===== config.mk =====
export PLATFORM = sky130hd
export DESIGN_NAME = ubx_frame_receiver_top
export DESIGN_NICKNAME = d
export VERILOG_FILES = /design/src/ubxfr_pkg.sv /design/src/ubxfr_ctrl.sv /design/src/ubxfr_dp.sv /design/src/ubx_frame_receiver_top.sv
export SDC_FILE = /design/constraint.sdc
export NUM_CORES = 1
export LEC_CHECK = 0
export BUFFER_PORTS_ARGS = -buffer_cell sky130_fd_sc_hd__buf_4
export CAP_MARGIN = 40
export CORE_ASPECT_RATIO = 0.7
export CORE_MARGIN = 1
export CORE_UTILIZATION = 30
export CTS_CLUSTER_SIZE = 30
export DETAILED_ROUTE_END_ITERATION = 10
export GPL_ROUTABILITY_DRIVEN = 0
export PLACE_DENSITY_LB_ADDON = 0.15
export SYNTH_ARGS = -nofsm -noshare
export SYNTH_HDL_FRONTEND = slang
export SYNTH_SLANG_ARGS = --single-unit

===== constraint.sdc =====
create_clock -name clk -period 9.08 [get_ports clk]
set_clock_uncertainty 0.1 [all_clocks]
set_input_delay 1.362 -clock clk [delete_from_list [all_inputs] [get_ports clk]]
set_output_delay 1.362 -clock clk [all_outputs]
set_load 0.02 [all_outputs]

===== src/ubxfr_pkg.sv =====
`timescale 1ns / 1ps

package ubxfr_pkg;

    localparam int BYTE_W     = 8;
    localparam int LEN_W      = 7;
    localparam int CNT_W      = 7;
    localparam int CFG_IDX_W  = 1;
    localparam int OUT_DATA_W = 32;

    localparam logic [CFG_IDX_W-1:0] REG_SYNC_FIRST  = 1'b0;
    localparam logic [CFG_IDX_W-1:0] REG_SYNC_SECOND = 1'b1;

    localparam logic [BYTE_W-1:0] SYNC_FIRST_RST  = 8'hB5;
    localparam logic [BYTE_W-1:0] SYNC_SECOND_RST = 8'h62;

    typedef enum logic [3:0] {
        ST_SYNC1,
        ST_SYNC2,
        ST_CLASS,
        ST_ID,
        ST_LEN_LO,
        ST_LEN_HI,
        ST_PAYLOAD,
        ST_CK_A,
        ST_CK_B,
        ST_EMIT_RD,
        ST_EMIT_WR
    } ubxfr_state_t;

    typedef struct packed {
        logic load_class;
        logic load_id;
        logic load_len_lo;
        logic load_ck_a;
        logic sum_start;
        logic sum_add;
        logic cnt_clear;
        logic cnt_incr;
        logic mem_write;
        logic mem_read;
        logic out_load;
    } ubxfr_cmd_t;

    typedef struct packed {
        logic is_sync1;
        logic is_sync2;
        logic len_over;
        logic len_zero;
        logic cnt_end;
        logic ck_ok;
        logic out_free;
    } ubxfr_status_t;

endpackage


===== src/ubxfr_ctrl.sv =====
`timescale 1ns / 1ps

module ubxfr_ctrl (
    input  logic                    clk,
    input  logic                    rst_n,
    input  logic                    in_valid,
    output logic                    in_ready,
    input  ubxfr_pkg::ubxfr_status_t status,
    output ubxfr_pkg::ubxfr_cmd_t    cmd
);
    import ubxfr_pkg::*;

    ubxfr_state_t state_reg;
    ubxfr_state_t state_next;
    logic         acc;

    always_ff @(posedge clk or negedge rst_n)
    begin
        if (!rst_n)
        begin
            state_reg <= ST_SYNC1;
        end
        else
        begin
            state_reg <= state_next;
        end
    end

    always_comb
    begin
        state_next = state_reg;
        cmd        = '0;
        in_ready   = (state_reg != ST_EMIT_RD) && (state_reg != ST_EMIT_WR);
        acc        = in_valid && in_ready;
        case (state_reg)
            ST_SYNC1:
            begin
                if (acc && status.is_sync1)
                begin
                    state_next = ST_SYNC2;
                end
            end
            ST_SYNC2:
            begin
                if (acc)
                begin
                    // a mismatch is re-examined as a first sync byte
                    if (status.is_sync2)
                    begin
                        state_next = ST_CLASS;
                    end
                    else if (status.is_sync1)
                    begin
                        state_next = ST_SYNC2;
                    end
                    else
                    begin
                        state_next = ST_SYNC1;
                    end
                end
            end
            ST_CLASS:
            begin
                if (acc)
                begin
                    cmd.load_class = 1'b1;
                    cmd.sum_start  = 1'b1;
                    state_next     = ST_ID;
                end
            end
            ST_ID:
            begin
                if (acc)
                begin
                    cmd.load_id = 1'b1;
                    cmd.sum_add = 1'b1;
                    state_next  = ST_LEN_LO;
                end
            end
            ST_LEN_LO:
            begin
                if (acc)
                begin
                    cmd.load_len_lo = 1'b1;
                    cmd.sum_add     = 1'b1;
                    state_next      = ST_LEN_HI;
                end
            end
            ST_LEN_HI:
            begin
                if (acc)
                begin
                    cmd.sum_add   = 1'b1;
                    cmd.cnt_clear = 1'b1;
                    if (status.len_over)
                    begin
                        state_next = ST_SYNC1;
                    end
                    else if (status.len_zero)
                    begin
                        state_next = ST_CK_A;
                    end
                    else
                    begin
                        state_next = ST_PAYLOAD;
                    end
                end
            end
            ST_PAYLOAD:
            begin
                if (acc)
                begin
                    cmd.mem_write = 1'b1;
                    cmd.sum_add   = 1'b1;
                    cmd.cnt_incr  = 1'b1;
                    if (status.cnt_end)
                    begin
                        state_next = ST_CK_A;
                    end
                end
            end
            ST_CK_A:
            begin
                if (acc)
                begin
                    cmd.load_ck_a = 1'b1;
                    state_next    = ST_CK_B;
                end
            end
            ST_CK_B:
            begin
                if (acc)
                begin
                    if (status.ck_ok)
                    begin
                        cmd.cnt_clear = 1'b1;
                        state_next    = ST_EMIT_RD;
                    end
                    else
                    begin
                        state_next = ST_SYNC1;
                    end
                end
            end
            ST_EMIT_RD:
            begin
                cmd.mem_read = 1'b1;
                state_next   = ST_EMIT_WR;
            end
            ST_EMIT_WR:
            begin
                // hold the read word until the output slot frees up
                if (status.out_free)
                begin
                    cmd.out_load = 1'b1;
                    cmd.cnt_incr = 1'b1;
                    state_next   = status.cnt_end ? ST_SYNC1 : ST_EMIT_RD;
                end
            end
            default:
            begin
                state_next = ST_SYNC1;
            end
        endcase
    end

endmodule


===== src/ubxfr_dp.sv =====
`timescale 1ns / 1ps

module ubxfr_dp #(
    parameter int MAX_PAYLOAD = 64
) (
    input  logic                                 clk,
    input  logic                                 rst_n,
    input  logic                                 cfg_we,
    input  logic [ubxfr_pkg::CFG_IDX_W-1:0]      cfg_index,
    input  logic [ubxfr_pkg::BYTE_W-1:0]         cfg_data,
    input  logic [ubxfr_pkg::BYTE_W-1:0]         rx_byte,
    input  ubxfr_pkg::ubxfr_cmd_t                cmd,
    output ubxfr_pkg::ubxfr_status_t             status,
    input  logic                                 out_ready,
    output logic                                 out_valid,
    output logic [ubxfr_pkg::BYTE_W-1:0]         msg_class,
    output logic [ubxfr_pkg::BYTE_W-1:0]         msg_id,
    output logic [ubxfr_pkg::LEN_W-1:0]          payload_length,
    output logic                                 has_data,
    output logic [ubxfr_pkg::BYTE_W-1:0]         data_byte,
    output logic                                 last
);
    import ubxfr_pkg::*;

    localparam int AW = (MAX_PAYLOAD > 1) ? $clog2(MAX_PAYLOAD) : 1;

    logic [BYTE_W-1:0] sync_first_reg;
    logic [BYTE_W-1:0] sync_second_reg;
    logic [BYTE_W-1:0] class_reg;
    logic [BYTE_W-1:0] id_reg;
    logic [BYTE_W-1:0] len_lo_reg;
    logic [BYTE_W-1:0] ck_a_reg;
    logic [BYTE_W-1:0] sum_a_reg;
    logic [BYTE_W-1:0] sum_b_reg;
    logic [BYTE_W-1:0] sum_a_next;
    logic [BYTE_W-1:0] sum_b_next;
    logic [CNT_W-1:0]  cnt_reg;
    logic [CNT_W-1:0]  cnt_next;
    logic [LEN_W-1:0]  len;
    logic [BYTE_W-1:0] payload_mem_reg [MAX_PAYLOAD];
    logic [BYTE_W-1:0] rd_data_reg;
    logic              out_valid_reg;
    logic [BYTE_W-1:0] out_class_reg;
    logic [BYTE_W-1:0] out_id_reg;
    logic [LEN_W-1:0]  out_len_reg;
    logic              out_has_reg;
    logic [BYTE_W-1:0] out_data_reg;
    logic              out_last_reg;

    always_ff @(posedge clk or negedge rst_n)
    begin
        if (!rst_n)
        begin
            sync_first_reg  <= SYNC_FIRST_RST;
            sync_second_reg <= SYNC_SECOND_RST;
        end
        else if (cfg_we)
        begin
            case (cfg_index)
                REG_SYNC_FIRST:  sync_first_reg  <= cfg_data;
                REG_SYNC_SECOND: sync_second_reg <= cfg_data;
                default:         ;
            endcase
        end
    end

    assign len        = len_lo_reg[LEN_W-1:0];
    assign sum_a_next = cmd.sum_start ? rx_byte : BYTE_W'(sum_a_reg + rx_byte);
    assign sum_b_next = cmd.sum_start ? rx_byte : BYTE_W'(sum_b_reg + sum_a_next);
    assign cnt_next   = CNT_W'(cnt_reg + 1'b1);

    always_comb
    begin
        status.is_sync1 = (rx_byte == sync_first_reg);
        status.is_sync2 = (rx_byte == sync_second_reg);
        status.len_over = (rx_byte != '0) || (len_lo_reg > BYTE_W'(MAX_PAYLOAD));
        status.len_zero = (rx_byte == '0) && (len_lo_reg == '0);
        status.cnt_end  = (cnt_next >= len);
        status.ck_ok    = (ck_a_reg == sum_a_reg) && (rx_byte == sum_b_reg);
        status.out_free = !out_valid_reg || out_ready;
    end

    always_ff @(posedge clk)
    begin
        if (cmd.load_class)
        begin
            class_reg <= rx_byte;
        end
        if (cmd.load_id)
        begin
            id_reg <= rx_byte;
        end
        if (cmd.load_len_lo)
        begin
            len_lo_reg <= rx_byte;
        end
        if (cmd.load_ck_a)
        begin
            ck_a_reg <= rx_byte;
        end
        if (cmd.sum_start || cmd.sum_add)
        begin
            sum_a_reg <= sum_a_next;
            sum_b_reg <= sum_b_next;
        end
    end

    always_ff @(posedge clk or negedge rst_n)
    begin
        if (!rst_n)
        begin
            cnt_reg <= '0;
        end
        else if (cmd.cnt_clear)
        begin
            cnt_reg <= '0;
        end
        else if (cmd.cnt_incr)
        begin
            cnt_reg <= cnt_next;
        end
    end

    always_ff @(posedge clk)
    begin
        if (cmd.mem_write)
        begin
            payload_mem_reg[cnt_reg[AW-1:0]] <= rx_byte;
        end
        if (cmd.mem_read)
        begin
            rd_data_reg <= payload_mem_reg[cnt_reg[AW-1:0]];
        end
    end

    always_ff @(posedge clk or negedge rst_n)
    begin
        if (!rst_n)
        begin
            out_valid_reg <= 1'b0;
        end
        else if (cmd.out_load)
        begin
            out_valid_reg <= 1'b1;
        end
        else if (out_ready)
        begin
            out_valid_reg <= 1'b0;
        end
    end

    always_ff @(posedge clk)
    begin
        if (cmd.out_load)
        begin
            out_class_reg <= class_reg;
            out_id_reg    <= id_reg;
            out_len_reg   <= len;
            out_has_reg   <= (len != '0);
            // empty payload gives a single word with zero data
            out_data_reg  <= (len != '0) ? rd_data_reg : '0;
            out_last_reg  <= status.cnt_end;
        end
    end

    assign out_valid      = out_valid_reg;
    assign msg_class      = out_class_reg;
    assign msg_id         = out_id_reg;
    assign payload_length = out_len_reg;
    assign has_data       = out_has_reg;
    assign data_byte      = out_data_reg;
    assign last           = out_last_reg;

endmodule


===== src/ubx_frame_receiver_top.sv =====
`timescale 1ns / 1ps

// Channel   Dir  Signals                          Contents
// s_axis    in   tvalid tready tdata[7:0]         rx_byte
// m_axis    out  tvalid tready tdata tuser tlast  frame payload words
// cfg       in   cfg_we cfg_index cfg_data        sync_first, sync_second
//
// One received byte is taken per cycle while parsing a frame.
// A good frame is read out of the payload RAM one word at a time, each word
// through a RAM read and then an output register load; input stalls during
// that readout. Output back-pressure holds the readout; the last word may
// wait while parsing of the next frame continues. Reset is asynchronous,
// active low.
module ubx_frame_receiver_top #(
    parameter int MAX_PAYLOAD = 64
) (
    input  logic                                  clk,
    input  logic                                  rst_n,
    input  logic                                  cfg_we,
    input  logic [ubxfr_pkg::CFG_IDX_W-1:0]       cfg_index,
    input  logic [ubxfr_pkg::BYTE_W-1:0]          cfg_data,
    input  logic                                  s_axis_tvalid,
    output logic                                  s_axis_tready,
    input  logic [ubxfr_pkg::BYTE_W-1:0]          s_axis_tdata,  // [7:0] rx_byte
    output logic                                  m_axis_tvalid,
    input  logic                                  m_axis_tready,
    // [7:0] msg_class, [15:8] msg_id, [22:16] payload_length,
    // [30:23] data_byte, [31] zero
    output logic [ubxfr_pkg::OUT_DATA_W-1:0]      m_axis_tdata,
    output logic                                  m_axis_tuser,  // [0] has_data
    output logic                                  m_axis_tlast
);
    import ubxfr_pkg::*;

    ubxfr_cmd_t        cmd;
    ubxfr_status_t     status;
    logic [BYTE_W-1:0] msg_class;
    logic [BYTE_W-1:0] msg_id;
    logic [LEN_W-1:0]  payload_length;
    logic [BYTE_W-1:0] data_byte;

    ubxfr_ctrl u_ctrl (
        .clk      (clk),
        .rst_n    (rst_n),
        .in_valid (s_axis_tvalid),
        .in_ready (s_axis_tready),
        .status   (status),
        .cmd      (cmd)
    );

    ubxfr_dp #(
        .MAX_PAYLOAD (MAX_PAYLOAD)
    ) u_dp (
        .clk            (clk),
        .rst_n          (rst_n),
        .cfg_we         (cfg_we),
        .cfg_index      (cfg_index),
        .cfg_data       (cfg_data),
        .rx_byte        (s_axis_tdata),
        .cmd            (cmd),
        .status         (status),
        .out_ready      (m_axis_tready),
        .out_valid      (m_axis_tvalid),
        .msg_class      (msg_class),
        .msg_id         (msg_id),
        .payload_length (payload_length),
        .has_data       (m_axis_tuser),
        .data_byte      (data_byte),
        .last           (m_axis_tlast)
    );

    assign m_axis_tdata = {1'b0, data_byte, payload_length, msg_id, msg_class};

endmodule


==> results.yml <==
logic_synthesis:
  ys_warn_count: 0
  synth-edff-count: 601
  synth_cell_type_count: 73
  synth_top_family_by_area: "multiplexers"
  synth_compound_area_share_pct: 7.335
  synth-simple-area-share_pct: 4.784
  synth_largest_area_cell: "edfxtp_1"
  synth_area_um2: 25600
  synth_cells: 1505
  synth_xor_area_share_pct: 1.916
  syn_avg_cell_area_um2: 17.01
  yosysTopAreaCellShare_pct: 70.49
  ys_top_cells_by_area: "edfxtp_1 (70%), mux4_2 (4.0%), mux2_2 (2.6%)"
  synthAdderAreaFrac_pct: 1.329
  async_reset_ff_share_pct: 4.452
  synth.area.mux_share_pct: 9.104
  synth_commonest_cells: "edfxtp_1 (601), nor2_1 (122), a21oi_1 (66)"
  synthFlopType: "edfxtp_1"
  syn-num-nets: 1553
  synth_seq_cells: 629
  ys_seq_area_share_pct: 73.26
  synth_most_common_cell: "edfxtp_1"
placement:
  hpwl_um: 49180
  numPortBuffers: 56
  dp_slack_ns: 4.144
  placed_area_um2: 27740
  dp.cells: 2701
route:
  wl_met2_um: 31060
  drt-pass1-iter-count: 5
  routed.top_layer: "met4"
  drt-initial-drc-count: 1554
  wl_per_cell_um: 26.92
  drt-met1-wl_um: 37400
  drt_wl_total_um: 75920
  detail-route-antenna-nets: 0
  drcViolationCount: 0
  vias_per_cell: 5.096
  routed-wl-met3_um: 6061
  dr_total_vias: 14370
global_route:
  grt-ovfl-total: 0
  grt_util_all_layers_pct: 17.61
  grt_pass1_vias: 14330
  antenna_found_initial: 8
  grt_pass1_wl_um: 108200
  grt_max_degree: 81
timing:
  fmax_mhz: 230.9
  finalCritPeriodShare_pct: 47.70
  finalSetupViolCount: 0
  rsz0062_at_grt: "false"
  finalHoldViolCount: 0
  setup_tns_ns: 0
  timing.final.max_slew_violations: 0
  layout_setup_ws_ns: 4.748
  hold_ws_ns: 0.3194
  timing.slew.headroom_pct: 39.94
  tightestPinTransition_ns: 0.8976
  fin_crit_ns: 4.332
floorplanning:
  start_util_pct: 30.33
  row_count: 89
  die_y_um: 246.4
  dieArea_um2: 86540
  ios: 58
  die_w_um: 351.2
  coreArea_um2: 84410
clock_tree:
  cts_tree: "yes"
  clkLatencyLatePin_ns: 0.64
  cts.path.max_buffers: 3
  clockRootBuffer: "clkbuf_16"
  postCtsHoldBufs: 0
  htree_levels: 2
  numCtsBuffers: 60
  cts_post_setup_buffers_inserted: 0
  clkTransAtPathRegs_ns: 0.06
  cts_resized: 0
  clock_sinks: 629
worst_setup_path:
  path_class: "input port to flop"
  r2r_cells: 12
  r2r_end: "u_dp.sum_b_reg[7]"
  r2r_setup_slack_ns: 4.86
  worst_setup_path_end_kind: "flop"
  required_ns: 9.35
  cp_max_fo: 12
  cp.arrival_ns: 4.60
  regToRegStartpoint: "u_ctrl.state_reg[1]"
  crit_path_start_kind: "input port"
finish:
  fin_cells: 2820
  final_cell_area_um2: 29710
  fin_util_pct: 35.20
  area_growth_pct: 16.04
  drive_gt1_share_pct: 22.50
  nFillCells: 8068
  largest_reg_flops: 512
  nets: 1678
power_and_ir_drop:
  irDropWorstVdd_mv: 0.1438
  powerDensity_nw_per_um2: 202.5
  p_leak_nw: 9.829
  power_mw: 6.016
worst_hold_path:
  hold_end: "u_dp.msg_class[6]"
  hold_class: "flop to flop"
  worstHoldPathCells: 0
  hold_start: "u_dp.class_reg[6]"
status:
  status: "finished clean"
run:
  maxCapViolCount: 0
[worst max path at each step]
stage | slack, ns | depth (start not counted) | end | start
floorplan | 4.61 | 14 | u_dp.sum_b_reg[7] | s_axis_tvalid
global placement | 4.14 | 16 | u_dp.sum_b_reg[7] | s_axis_tdata[0]
detailed placement | 4.14 | 16 | u_dp.sum_b_reg[7] | s_axis_tdata[0]
CTS | 4.83 | 16 | u_dp.sum_b_reg[7] | s_axis_tdata[0]
global route | 4.54 | 15 | u_dp.sum_b_reg[7] | s_axis_tdata[0]
finish | 4.75 | 16 | u_dp.sum_b_reg[7] | s_axis_tdata[0]
[report_power, final]
group          switching, mW  internal, mW
Clock                   1.11          1.43
Sequential            0.0242          3.20
Combinational          0.164        0.0934
Total                   1.30          4.71
[layout by cell type, fill, tap and decap left out, types with 33 or more instances in the layout]
master     instances
edfxtp_1         601
nand2_1           48
nor2_1           121
a221oi_1          52
buf_4            140
mux2_2            60
a21oi_1           66
xnor2_1           33
clkbuf_16         61
mux4_2            46
mux2i_1           45
[logic make-up after synthesis]
family	count (synthesis)
other	1
XOR/XNOR	56
adder cells (fa/ha/maj)	26
AND/OR/NAND/NOR	264
flip-flops	629
multiplexers	159
buffers and inverters	104
AO/OA/AOI/OAI	266
[per-layer routing]
metal / global-route usage, % / vias up
met5: 0 / -
met4: 4.233 / 0
met3: 4.726 / 95
met2: 24.13 / 473
met1: 27.10 / 7571
li1: - / 6232
[critical path, cell delays in order]
cell and delay (ns):
buf_4 0.21, ha_1 0.27, fa_1 0.40, a21o_1 0.17, a21o_1 0.20, nand2_1 0.07
nand2_1 0.05, a21oi_1 0.17, xor2_1 0.16, o21ai_0 0.12, ha_1 0.25, o41ai_1 0.55
xnor2_1 0.19, xor2_1 0.16, nor2_1 0.06, xor2_1 0.17
[cell type report]
| cell class | instances | area, um^2 | area share [%] |
|---|---|---|---|
| Clock inverter | 37 | 354.1 | 1.192 |
| Clock buffer | 75 | 1579 | 5.315 |
| Multi-Input combinational cell | 772 | 6299 | 21.20 |
| Tap cell | 1137 | 1423 | 4.788 |
| Inverter | 15 | 56.30 | 0.1895 |
| Antenna cell | 3 | 7.507 | 0.02527 |
| Timing Repair Buffer | 152 | 1224 | 4.119 |
| Sequential cell | 629 | 18770 | 63.17 |
Note: power is estimated with default switching activity, not from simulation.
